[config.mk]
export PLATFORM = sky130hd
export DESIGN_NAME = waveform_column_peak_envelope
export DESIGN_NICKNAME = d
export VERILOG_FILES = /design/src/rtl/wcpe_pkg.sv /design/src/rtl/wcpe_magnitude.sv /design/src/rtl/wcpe_gain.sv /design/src/rtl/wcpe_peak.sv /design/src/rtl/waveform_column_peak_envelope.sv
export SDC_FILE = /design/constraint.sdc
export NUM_CORES = 1
export LEC_CHECK = 0
export ABC_AREA = 1
export BUFFER_PORTS_ARGS = -buffer_cell sky130_fd_sc_hd__buf_2
export CAP_MARGIN = 15
export CORE_UTILIZATION = 36
export DETAILED_ROUTE_END_ITERATION = 6
export SYNTH_ARGS = -nofsm -noshare
export SYNTH_HDL_FRONTEND = slang
export SYNTH_HIERARCHICAL = 1
export SYNTH_SLANG_ARGS = --single-unit
[constraint.sdc]
create_clock -name clk -period 9.11 [get_ports clk]
set_input_delay 0.911 -clock clk [delete_from_list [all_inputs] [get_ports clk]]
set_output_delay 0.911 -clock clk [all_outputs]
set_load 0.1 [all_outputs]
[src/rtl/wcpe_pkg.sv]
package wcpe_pkg;

	// Sample and magnitude widths
	localparam int SAMPLE_BITS = 16;
	localparam int MAG_W       = SAMPLE_BITS;      // holds 2^(SAMPLE_BITS-1)
	localparam int PEAK_W      = SAMPLE_BITS - 1;  // saturated magnitude

	// Register widths
	localparam int SQUELCH_W   = 15;
	localparam int GAIN_W      = 16;
	localparam int GAIN_FRAC   = 8;                // Q8.8
	localparam int CFG_IDX_W   = 2;
	localparam int CFG_DATA_W  = 16;

	// Width for the squelch compare
	localparam int CMP_W       = ((MAG_W > SQUELCH_W) ? MAG_W : SQUELCH_W) + 1;
	localparam int PROD_W      = MAG_W + GAIN_W;

	localparam logic [GAIN_W-1:0]    GAIN_UNITY   = GAIN_W'(1 << GAIN_FRAC);
	localparam logic [SQUELCH_W-1:0] SQUELCH_RST  = '0;

	typedef enum logic [1:0] {
		MODE_ABS  = 2'd0,
		MODE_POS  = 2'd1,
		MODE_NEG  = 2'd2,
		MODE_BOTH = 2'd3
	} phase_mode_t;

	typedef enum logic [1:0] {
		SIGN_NONE = 2'd0,
		SIGN_POS  = 2'd1,
		SIGN_NEG  = 2'd2
	} sign_t;

	typedef enum logic [CFG_IDX_W-1:0] {
		REG_SQUELCH = 2'd0,
		REG_GAIN    = 2'd1,
		REG_PHASE   = 2'd2
	} cfg_reg_t;

	typedef struct packed {
		logic [SQUELCH_W-1:0] squelch;
		logic [GAIN_W-1:0]    gain;
		phase_mode_t          mode;
	} cfg_t;

	// Beat after squelch and phase selection
	typedef struct packed {
		logic [MAG_W-1:0] mag;
		logic             neg;
		logic             last;
	} mag_beat_t;

	// Beat after gain and saturation
	typedef struct packed {
		logic [PEAK_W-1:0] mag;
		sign_t             sign;
		logic              last;
	} lvl_beat_t;

endpackage

[src/rtl/wcpe_magnitude.sv]
module wcpe_magnitude (
	input  logic                           clk,
	input  logic                           arst_n,
	input  wcpe_pkg::cfg_t                 cfg,
	input  logic                           in_valid,
	output logic                           in_ready,
	input  logic [wcpe_pkg::SAMPLE_BITS-1:0] in_sample,
	input  logic                           in_last,
	output logic                           out_valid,
	input  logic                           out_ready,
	output wcpe_pkg::mag_beat_t            out_beat
);
	import wcpe_pkg::*;

	logic             neg;
	logic [MAG_W-1:0] abs_mag;
	logic [CMP_W-1:0] abs_ext;
	logic [CMP_W-1:0] sq_ext;
	logic [CMP_W-1:0] diff;
	logic [MAG_W-1:0] sq_mag;
	mag_beat_t        beat_d;
	logic             valid_s2;
	mag_beat_t        beat_s2;

	// Magnitude; the most negative sample reads as 2^(SAMPLE_BITS-1)
	assign neg     = in_sample[SAMPLE_BITS-1];
	assign abs_mag = neg ? (~in_sample + 1'b1) : in_sample;

	// Squelch subtract, floored at zero
	assign abs_ext = CMP_W'(abs_mag);
	assign sq_ext  = CMP_W'(cfg.squelch);
	assign diff    = abs_ext - sq_ext;
	assign sq_mag  = (abs_ext < sq_ext) ? '0 : diff[MAG_W-1:0];

	// Phase mode: drop or fold signs before the gain
	always_comb begin
		beat_d.last = in_last;
		beat_d.mag  = sq_mag;
		beat_d.neg  = neg;
		unique case (cfg.mode)
			MODE_ABS: begin
				beat_d.neg = 1'b0;
			end
			MODE_POS: begin
				if (neg) beat_d.mag = '0;
			end
			MODE_NEG: begin
				if (!neg) beat_d.mag = '0;
				beat_d.neg = 1'b0;
			end
			default: begin
				beat_d.neg = neg;
			end
		endcase
	end

	assign in_ready = !valid_s2 || out_ready;

	always_ff @(posedge clk or negedge arst_n) begin
		if (!arst_n) begin
			valid_s2 <= 1'b0;
		end else if (in_ready) begin
			valid_s2 <= in_valid;
		end
	end

	always_ff @(posedge clk) begin
		if (in_ready && in_valid) begin
			beat_s2 <= beat_d;
		end
	end

	assign out_valid = valid_s2;
	assign out_beat  = beat_s2;

endmodule

[src/rtl/wcpe_gain.sv]
module wcpe_gain (
	input  logic                clk,
	input  logic                arst_n,
	input  logic [wcpe_pkg::GAIN_W-1:0] gain,
	input  logic                in_valid,
	output logic                in_ready,
	input  wcpe_pkg::mag_beat_t in_beat,
	output logic                out_valid,
	input  logic                out_ready,
	output wcpe_pkg::lvl_beat_t out_beat
);
	import wcpe_pkg::*;

	logic [PROD_W-1:0]           prod;
	logic [PROD_W-GAIN_FRAC-1:0] scaled;
	logic                        sat;
	lvl_beat_t                   beat_d;
	logic                        valid_s3;
	lvl_beat_t                   beat_s3;

	// Q8.8 gain, truncated, then saturated to the peak width
	assign prod   = PROD_W'(in_beat.mag) * PROD_W'(gain);
	assign scaled = prod[PROD_W-1:GAIN_FRAC];
	assign sat    = |scaled[PROD_W-GAIN_FRAC-1:PEAK_W];

	always_comb begin
		beat_d.last = in_beat.last;
		beat_d.mag  = sat ? '1 : scaled[PEAK_W-1:0];
		if (beat_d.mag == '0) begin
			beat_d.sign = SIGN_NONE;
		end else if (in_beat.neg) begin
			beat_d.sign = SIGN_NEG;
		end else begin
			beat_d.sign = SIGN_POS;
		end
	end

	assign in_ready = !valid_s3 || out_ready;

	always_ff @(posedge clk or negedge arst_n) begin
		if (!arst_n) begin
			valid_s3 <= 1'b0;
		end else if (in_ready) begin
			valid_s3 <= in_valid;
		end
	end

	always_ff @(posedge clk) begin
		if (in_ready && in_valid) begin
			beat_s3 <= beat_d;
		end
	end

	assign out_valid = valid_s3;
	assign out_beat  = beat_s3;

endmodule

[src/rtl/wcpe_peak.sv]
module wcpe_peak (
	input  logic                clk,
	input  logic                arst_n,
	input  logic                in_valid,
	output logic                in_ready,
	input  wcpe_pkg::lvl_beat_t in_beat,
	output logic                m_tvalid,
	input  logic                m_tready,
	output logic [wcpe_pkg::SAMPLE_BITS-1:0] m_tdata
);
	import wcpe_pkg::*;

	logic                   out_free;
	logic                   take;
	logic [PEAK_W-1:0]      peak_q;
	sign_t                  sign_q;
	logic [PEAK_W-1:0]      peak_nx;
	sign_t                  sign_nx;
	logic [SAMPLE_BITS-1:0] level;
	logic                   out_valid_q;
	logic [SAMPLE_BITS-1:0] level_q;

	// A column end needs a free output register; other beats always pass
	assign out_free = !out_valid_q || m_tready;
	assign in_ready = !in_beat.last || out_free;
	assign take     = in_valid && in_ready;

	// Running peak and first nonzero sign, including this beat
	assign peak_nx = (in_beat.mag > peak_q) ? in_beat.mag : peak_q;
	assign sign_nx = (sign_q == SIGN_NONE) ? in_beat.sign : sign_q;

	always_comb begin
		unique case (sign_nx)
			SIGN_NONE: level = '0;
			SIGN_NEG:  level = ~{1'b0, peak_nx} + 1'b1;
			default:   level = {1'b0, peak_nx};
		endcase
	end

	// Column state, cleared on column end
	always_ff @(posedge clk or negedge arst_n) begin
		if (!arst_n) begin
			peak_q <= '0;
			sign_q <= SIGN_NONE;
		end else if (take) begin
			if (in_beat.last) begin
				peak_q <= '0;
				sign_q <= SIGN_NONE;
			end else begin
				peak_q <= peak_nx;
				sign_q <= sign_nx;
			end
		end
	end

	// Result register
	always_ff @(posedge clk or negedge arst_n) begin
		if (!arst_n) begin
			out_valid_q <= 1'b0;
		end else if (take && in_beat.last) begin
			out_valid_q <= 1'b1;
		end else if (m_tready) begin
			out_valid_q <= 1'b0;
		end
	end

	always_ff @(posedge clk) begin
		if (take && in_beat.last) begin
			level_q <= level;
		end
	end

	assign m_tvalid = out_valid_q;
	assign m_tdata  = level_q;

	// A peak is held exactly when a sign has been seen
	a_peak_sign: assert property (@(posedge clk) disable iff (!arst_n)
		(peak_q != '0) == (sign_q != SIGN_NONE))
		else $error("peak and first sign disagree");

	// Column end clears the column state
	a_clear: assert property (@(posedge clk) disable iff (!arst_n)
		(take && in_beat.last) |=> (peak_q == '0 && sign_q == SIGN_NONE))
		else $error("column state not cleared");

	// Within a column the peak never falls
	a_mono: assert property (@(posedge clk) disable iff (!arst_n)
		(take && !in_beat.last) |=> (peak_q >= $past(peak_q)))
		else $error("running peak decreased");

	// Level is symmetric: the most negative code never appears
	a_range: assert property (@(posedge clk) disable iff (!arst_n)
		out_valid_q |-> (level_q != {1'b1, {PEAK_W{1'b0}}}))
		else $error("column level out of range");

endmodule

[src/rtl/waveform_column_peak_envelope.sv]
// Peak-envelope decimation of one audio channel into display columns. Each
// sample beat on s_* (tdata = signed sample, tlast = last sample of a column)
// has the squelch level subtracted from its magnitude (floored at zero), is
// filtered by the phase mode, then scaled by the unsigned Q8.8 gain and
// saturated. The block tracks the column peak and the sign of the first sample
// that survives conditioning; on the tlast sample it sends one beat on m_*
// holding that peak with that sign (0 if nothing survived). Samples are taken
// one per cycle while s_tready is high; the tlast sample passes the input
// register, the squelch stage register and the gain multiplier stage register
// before the result register raises m_tvalid. s_tready drops only when a column
// end reaches the accumulator while the previous result is still not taken.
// Write the registers over cfg_* only while no sample is in flight.
module waveform_column_peak_envelope (
	input  logic                                clk,
	input  logic                                arst_n,
	// Sample stream
	input  logic                                s_tvalid,
	output logic                                s_tready,
	input  logic [wcpe_pkg::SAMPLE_BITS-1:0]    s_tdata,  // [15:0] audio_sample
	input  logic                                s_tlast,  // column_end
	// Column level stream
	output logic                                m_tvalid,
	input  logic                                m_tready,
	output logic [wcpe_pkg::SAMPLE_BITS-1:0]    m_tdata,  // [15:0] column_level
	// Register writes
	input  logic                                cfg_valid,
	output logic                                cfg_ready,
	input  logic [wcpe_pkg::CFG_IDX_W-1:0]      cfg_index,
	input  logic [wcpe_pkg::CFG_DATA_W-1:0]     cfg_data
);
	import wcpe_pkg::*;

	cfg_t                   cfg_q;
	logic                   valid_s1;
	logic [SAMPLE_BITS-1:0] sample_s1;
	logic                   last_s1;
	logic                   mag_in_ready;
	logic                   mag_valid;
	logic                   gain_in_ready;
	mag_beat_t              mag_beat;
	logic                   gain_valid;
	logic                   peak_in_ready;
	lvl_beat_t              lvl_beat;

	// Configuration registers
	assign cfg_ready = 1'b1;

	always_ff @(posedge clk or negedge arst_n) begin
		if (!arst_n) begin
			cfg_q.squelch <= SQUELCH_RST;
			cfg_q.gain    <= GAIN_UNITY;
			cfg_q.mode    <= MODE_BOTH;
		end else if (cfg_valid && cfg_ready) begin
			unique case (cfg_reg_t'(cfg_index))
				REG_SQUELCH: cfg_q.squelch <= cfg_data[SQUELCH_W-1:0];
				REG_GAIN:    cfg_q.gain    <= cfg_data[GAIN_W-1:0];
				REG_PHASE:   cfg_q.mode    <= phase_mode_t'(cfg_data[1:0]);
				default: begin
				end
			endcase
		end
	end

	// Input register
	assign s_tready = !valid_s1 || mag_in_ready;

	always_ff @(posedge clk or negedge arst_n) begin
		if (!arst_n) begin
			valid_s1 <= 1'b0;
		end else if (s_tready) begin
			valid_s1 <= s_tvalid;
		end
	end

	always_ff @(posedge clk) begin
		if (s_tvalid && s_tready) begin
			sample_s1 <= s_tdata;
			last_s1   <= s_tlast;
		end
	end

	wcpe_magnitude u_magnitude (
		.clk       (clk),
		.arst_n    (arst_n),
		.cfg       (cfg_q),
		.in_valid  (valid_s1),
		.in_ready  (mag_in_ready),
		.in_sample (sample_s1),
		.in_last   (last_s1),
		.out_valid (mag_valid),
		.out_ready (gain_in_ready),
		.out_beat  (mag_beat)
	);

	wcpe_gain u_gain (
		.clk       (clk),
		.arst_n    (arst_n),
		.gain      (cfg_q.gain),
		.in_valid  (mag_valid),
		.in_ready  (gain_in_ready),
		.in_beat   (mag_beat),
		.out_valid (gain_valid),
		.out_ready (peak_in_ready),
		.out_beat  (lvl_beat)
	);

	wcpe_peak u_peak (
		.clk      (clk),
		.arst_n   (arst_n),
		.in_valid (gain_valid),
		.in_ready (peak_in_ready),
		.in_beat  (lvl_beat),
		.m_tvalid (m_tvalid),
		.m_tready (m_tready),
		.m_tdata  (m_tdata)
	);

endmodule

==> results.sh <==
export IMPL_outcome="finished, final reports clean"
export IMPL_post_synth_top_area_fraction=0.228
export IMPL_postPlaceCellArea_sq_um=17700
export IMPL_global_route_usage_met2=0.306
export IMPL_synth_cell_area_sq_um=17000
export IMPL_final_hold_viol_count=0
export IMPL_boundaryPins=59
export IMPL_design_final_nets=2675
export IMPL_ys_seq_elements=123
export IMPL_critical_path_reg2reg_startpoint="u_magnitude/out_beat[7]"
export IMPL_max_clock_path_buffers=2
export IMPL_grt_use_total=0.188
export IMPL_synth_edff_count=69
export IMPL_setup_tns_final_ns=0
export IMPL_maxSlewViolCount=0
export IMPL_antenna_diode_count=0
export IMPL_drtPass1Iterations=5
export IMPL_drive_gt1_frac=0.0803
export IMPL_synth_largest_area_cell="sky130_fd_sc_hd__fa_1"
export IMPL_placementRows=79
export IMPL_initial_antenna_violation_count=0
export IMPL_cp_startpoint="u_magnitude/out_beat[7]"
export IMPL_holdBufCountCts=0
export IMPL_die_x_um=219
export IMPL_setup_violations=0
export IMPL_timing_critical_path_arrival_ns=7.01
export IMPL_pin_count_of_the_biggest_net_entering_global_routing=55
export IMPL_wire_per_inst_um=14.8
export IMPL_drt_vias_per_instance=4.69
export IMPL_post_synth_cell_area_avg_sq_um=7.38
export IMPL_clk_pin_slew_worst_paths_ns=0.06
export IMPL_final_period_utilization=0.751
export IMPL_clock_skew_final_ns=0.0118
export IMPL_worstMarginPinSlew_ns=0.860
export IMPL_cap_viol_max_count=0
export IMPL_critPathCaptureType="flip-flop"
export IMPL_cpMaxStageDelayCell="sky130_fd_sc_hd__edfxtp_1"
export IMPL_die_area_sq_um=48100
export IMPL_max_stage_delay_ns=0.88
export IMPL_setup_slack_after_placement_ns=2.33
export IMPL_tritoncts_num_sinks=123
export IMPL_nFillCells=4743
export IMPL_number_of_unique_standard_cell_types_used_by_synthesis=46
export IMPL_clock_root_buffer="sky130_fd_sc_hd__clkbuf_16"
export IMPL_async_reset_ff_frac=0.439
export IMPL_tritoncts_num_buffers=17
export IMPL_worst_hold_startpoint="last_s1"
export IMPL_detailedRoute_firstIterationViolations=921
export IMPL_critPathLaunchType="flip-flop"
export IMPL_antenna_left=0
export IMPL_grt_busiest_layer="met2"
export IMPL_mappedNetlistNets=2675
export IMPL_io_buffer_count=57
export IMPL_route_final_wire_length_um=43300
export IMPL_detail_route_drc_violations=0
export IMPL_htreeDepth=4
export IMPL_grt_setup_unrepaired="no"
export IMPL_global_route_track_usage_on_met1=0.263
export IMPL_layout_cell_area_non_filler_sq_um=18400
export IMPL_start_util=0.365
export IMPL_gp_routability_congestion=0.916
export IMPL_clock_latency_ns=0.44
export IMPL_first_global_vias=13667
export IMPL_wire_length_of_the_first_global_routing_pass_um=71000
export IMPL_critPathRequiredTime_ns=9.28
export IMPL_ys_seq_area_frac=0.201
export IMPL_critical_path_class="reg -> reg"
export IMPL_final_setup_margin_ns=2.27
export IMPL_cts_tree="yes"
export IMPL_cts_resized=0
export IMPL_core_area_sq_um=46600
export IMPL_fmax_achieved_mhz=146
export IMPL_timing_max_slew_rel_slack=0.427
export IMPL_synth_area_leaders="sky130_fd_sc_hd__fa_1 23%, sky130_fd_sc_hd__nand2_1 16%, sky130_fd_sc_hd__inv_1 13%"
export IMPL_die_h_um=219
export IMPL_main_synth_ff_type="sky130_fd_sc_hd__edfxtp_1"
export IMPL_layout_stage_area_growth_over_the_synthesis_result_pct=7.91
export IMPL_worstPathMaxFanout=16
export IMPL_fin_worst_hold_slack_ns=0.421
export IMPL_post_route_min_period_ns=6.84
export IMPL_vias=13722
export IMPL_grt_overflow_total=0
export IMPL_holdCritPathClass="reg -> reg"
export IMPL_cts_repair_timing_setup_buffer_count=0
export IMPL_ys_warn_count=6
export IMPL_synthCells=2304
export IMPL_dpl_hpwl_um=34700
export IMPL_grt_met3_usage=0.0251
==> logic make-up after synthesis <==
group           synth area share
flops                      0.201
other cells             0.000220
xor+xnor                  0.0108
buf+inv                    0.158
simple gates               0.271
compound gates            0.0294
fa+ha+maj                  0.329
==> Yosys cell counts (3+ instances only) <==
cell type and instances:
sky130_fd_sc_hd__inv_1 603, sky130_fd_sc_hd__xor2_1 15, sky130_fd_sc_hd__o21ai_0 16, sky130_fd_sc_hd__inv_2 7, sky130_fd_sc_hd__o22ai_1 15, sky130_fd_sc_hd__nand3_1 95
sky130_fd_sc_hd__nand3b_1 17, sky130_fd_sc_hd__buf_6 5, sky130_fd_sc_hd__edfxtp_1 69, sky130_fd_sc_hd__buf_2 9, sky130_fd_sc_hd__clkbuf_1 65, sky130_fd_sc_hd__nand2_4 5
sky130_fd_sc_hd__nand2_2 28, sky130_fd_sc_hd__or2_1 3, sky130_fd_sc_hd__nor2_2 10, sky130_fd_sc_hd__o21bai_1 5, sky130_fd_sc_hd__nand2_1 714, sky130_fd_sc_hd__a21oi_1 39
sky130_fd_sc_hd__ha_1 137, sky130_fd_sc_hd__xnor2_1 6, sky130_fd_sc_hd__nand4_1 27, sky130_fd_sc_hd__fa_1 194, sky130_fd_sc_hd__a21o_1 3, sky130_fd_sc_hd__nand3_2 9
sky130_fd_sc_hd__nor2_4 23, sky130_fd_sc_hd__dfrtp_1 51, sky130_fd_sc_hd__nor2_1 94, sky130_fd_sc_hd__nor3_1 14, sky130_fd_sc_hd__or2_2 4, sky130_fd_sc_hd__dfstp_2 3
==> worst max-delay path, delay by kind of cell, from the launching register on <==
family                     cells  cell delay (ns)
and+or+nand+nor               12             1.65
adders and majority gates      7             3.58
AOI/OAI and AO/OA              1             0.09
buffers and inverters          6             0.34
DFF                            1             0.88
==> registers in the layout, summed over array words and instances, names as in the netlist <==
name and count:
sample_s1 16, u_magnitude/out_beat 18, cfg_q 33, u_magnitude/out_valid 1
last_s1 1, u_peak/m_tdata 16, u_gain/out_valid 1, u_peak/sign_q 2
u_peak/peak_q 15, u_peak/m_tvalid 1, u_gain/out_beat 18, valid_s1 1
==> final timing paths <==
check / to / slack (ns) / cells past startpoint
setup / recovery: u_gain/out_beat[1] / 2.27 / 26
hold / removal: u_magnitude/out_beat[0] / 0.42 / 0
setup reg to reg: u_gain/out_beat[1] / 2.27 / 26
max in group asynchronous: cfg_q[32] / 7.95 / 2
min in group asynchronous: u_peak/peak_q[4] / 0.60 / 2
hold reg to reg: u_magnitude/out_beat[0] / 0.42 / 0
==> layout make-up <==
type,count,area (sq um),area share
repair buffers,64,345,0.0188
flip-flops and latches,123,3430,0.187
clock buffers,27,557,0.0303
multi-input cells,1488,10900,0.594
inverters,610,2290,0.125
well taps,607,759,0.0414
clock inverters,5,75.1,0.00409
==> metal layers <==
layer  vias to the layer above  wire [um]
met5                         -          0
met3                        41       1780
met1                      6595      20600
met2                       309      20100
met4                         0        750
li1                       6777          -
==> through the flow <==
stage,instances,utilization
3_5_place_dp,2892,0.381
3_3_place_gp,2891,0.380
2_1_floorplan,2304,-
4_1_cts,2924,0.394
6_report,2924,0.394
5_1_grt,2924,0.394
==> layout by cell type, fill, tap and decap left out, types with 20 or more instances in the layout <==
master and n:
sky130_fd_sc_hd__nand2_1 714, sky130_fd_sc_hd__inv_1 603, sky130_fd_sc_hd__fa_1 194, sky130_fd_sc_hd__ha_1 137, sky130_fd_sc_hd__nand3_1 95, sky130_fd_sc_hd__nor2_1 94
sky130_fd_sc_hd__edfxtp_1 69, sky130_fd_sc_hd__buf_2 57, sky130_fd_sc_hd__dfrtp_1 51, sky130_fd_sc_hd__a21oi_1 38, sky130_fd_sc_hd__nand2_2 28, sky130_fd_sc_hd__nand4_1 27
sky130_fd_sc_hd__nor2_4 23, sky130_fd_sc_hd__clkbuf_16 20
Power is not shown: default switching activity piles up to over one toggle a cycle in this logic, so the estimate is an artifact.
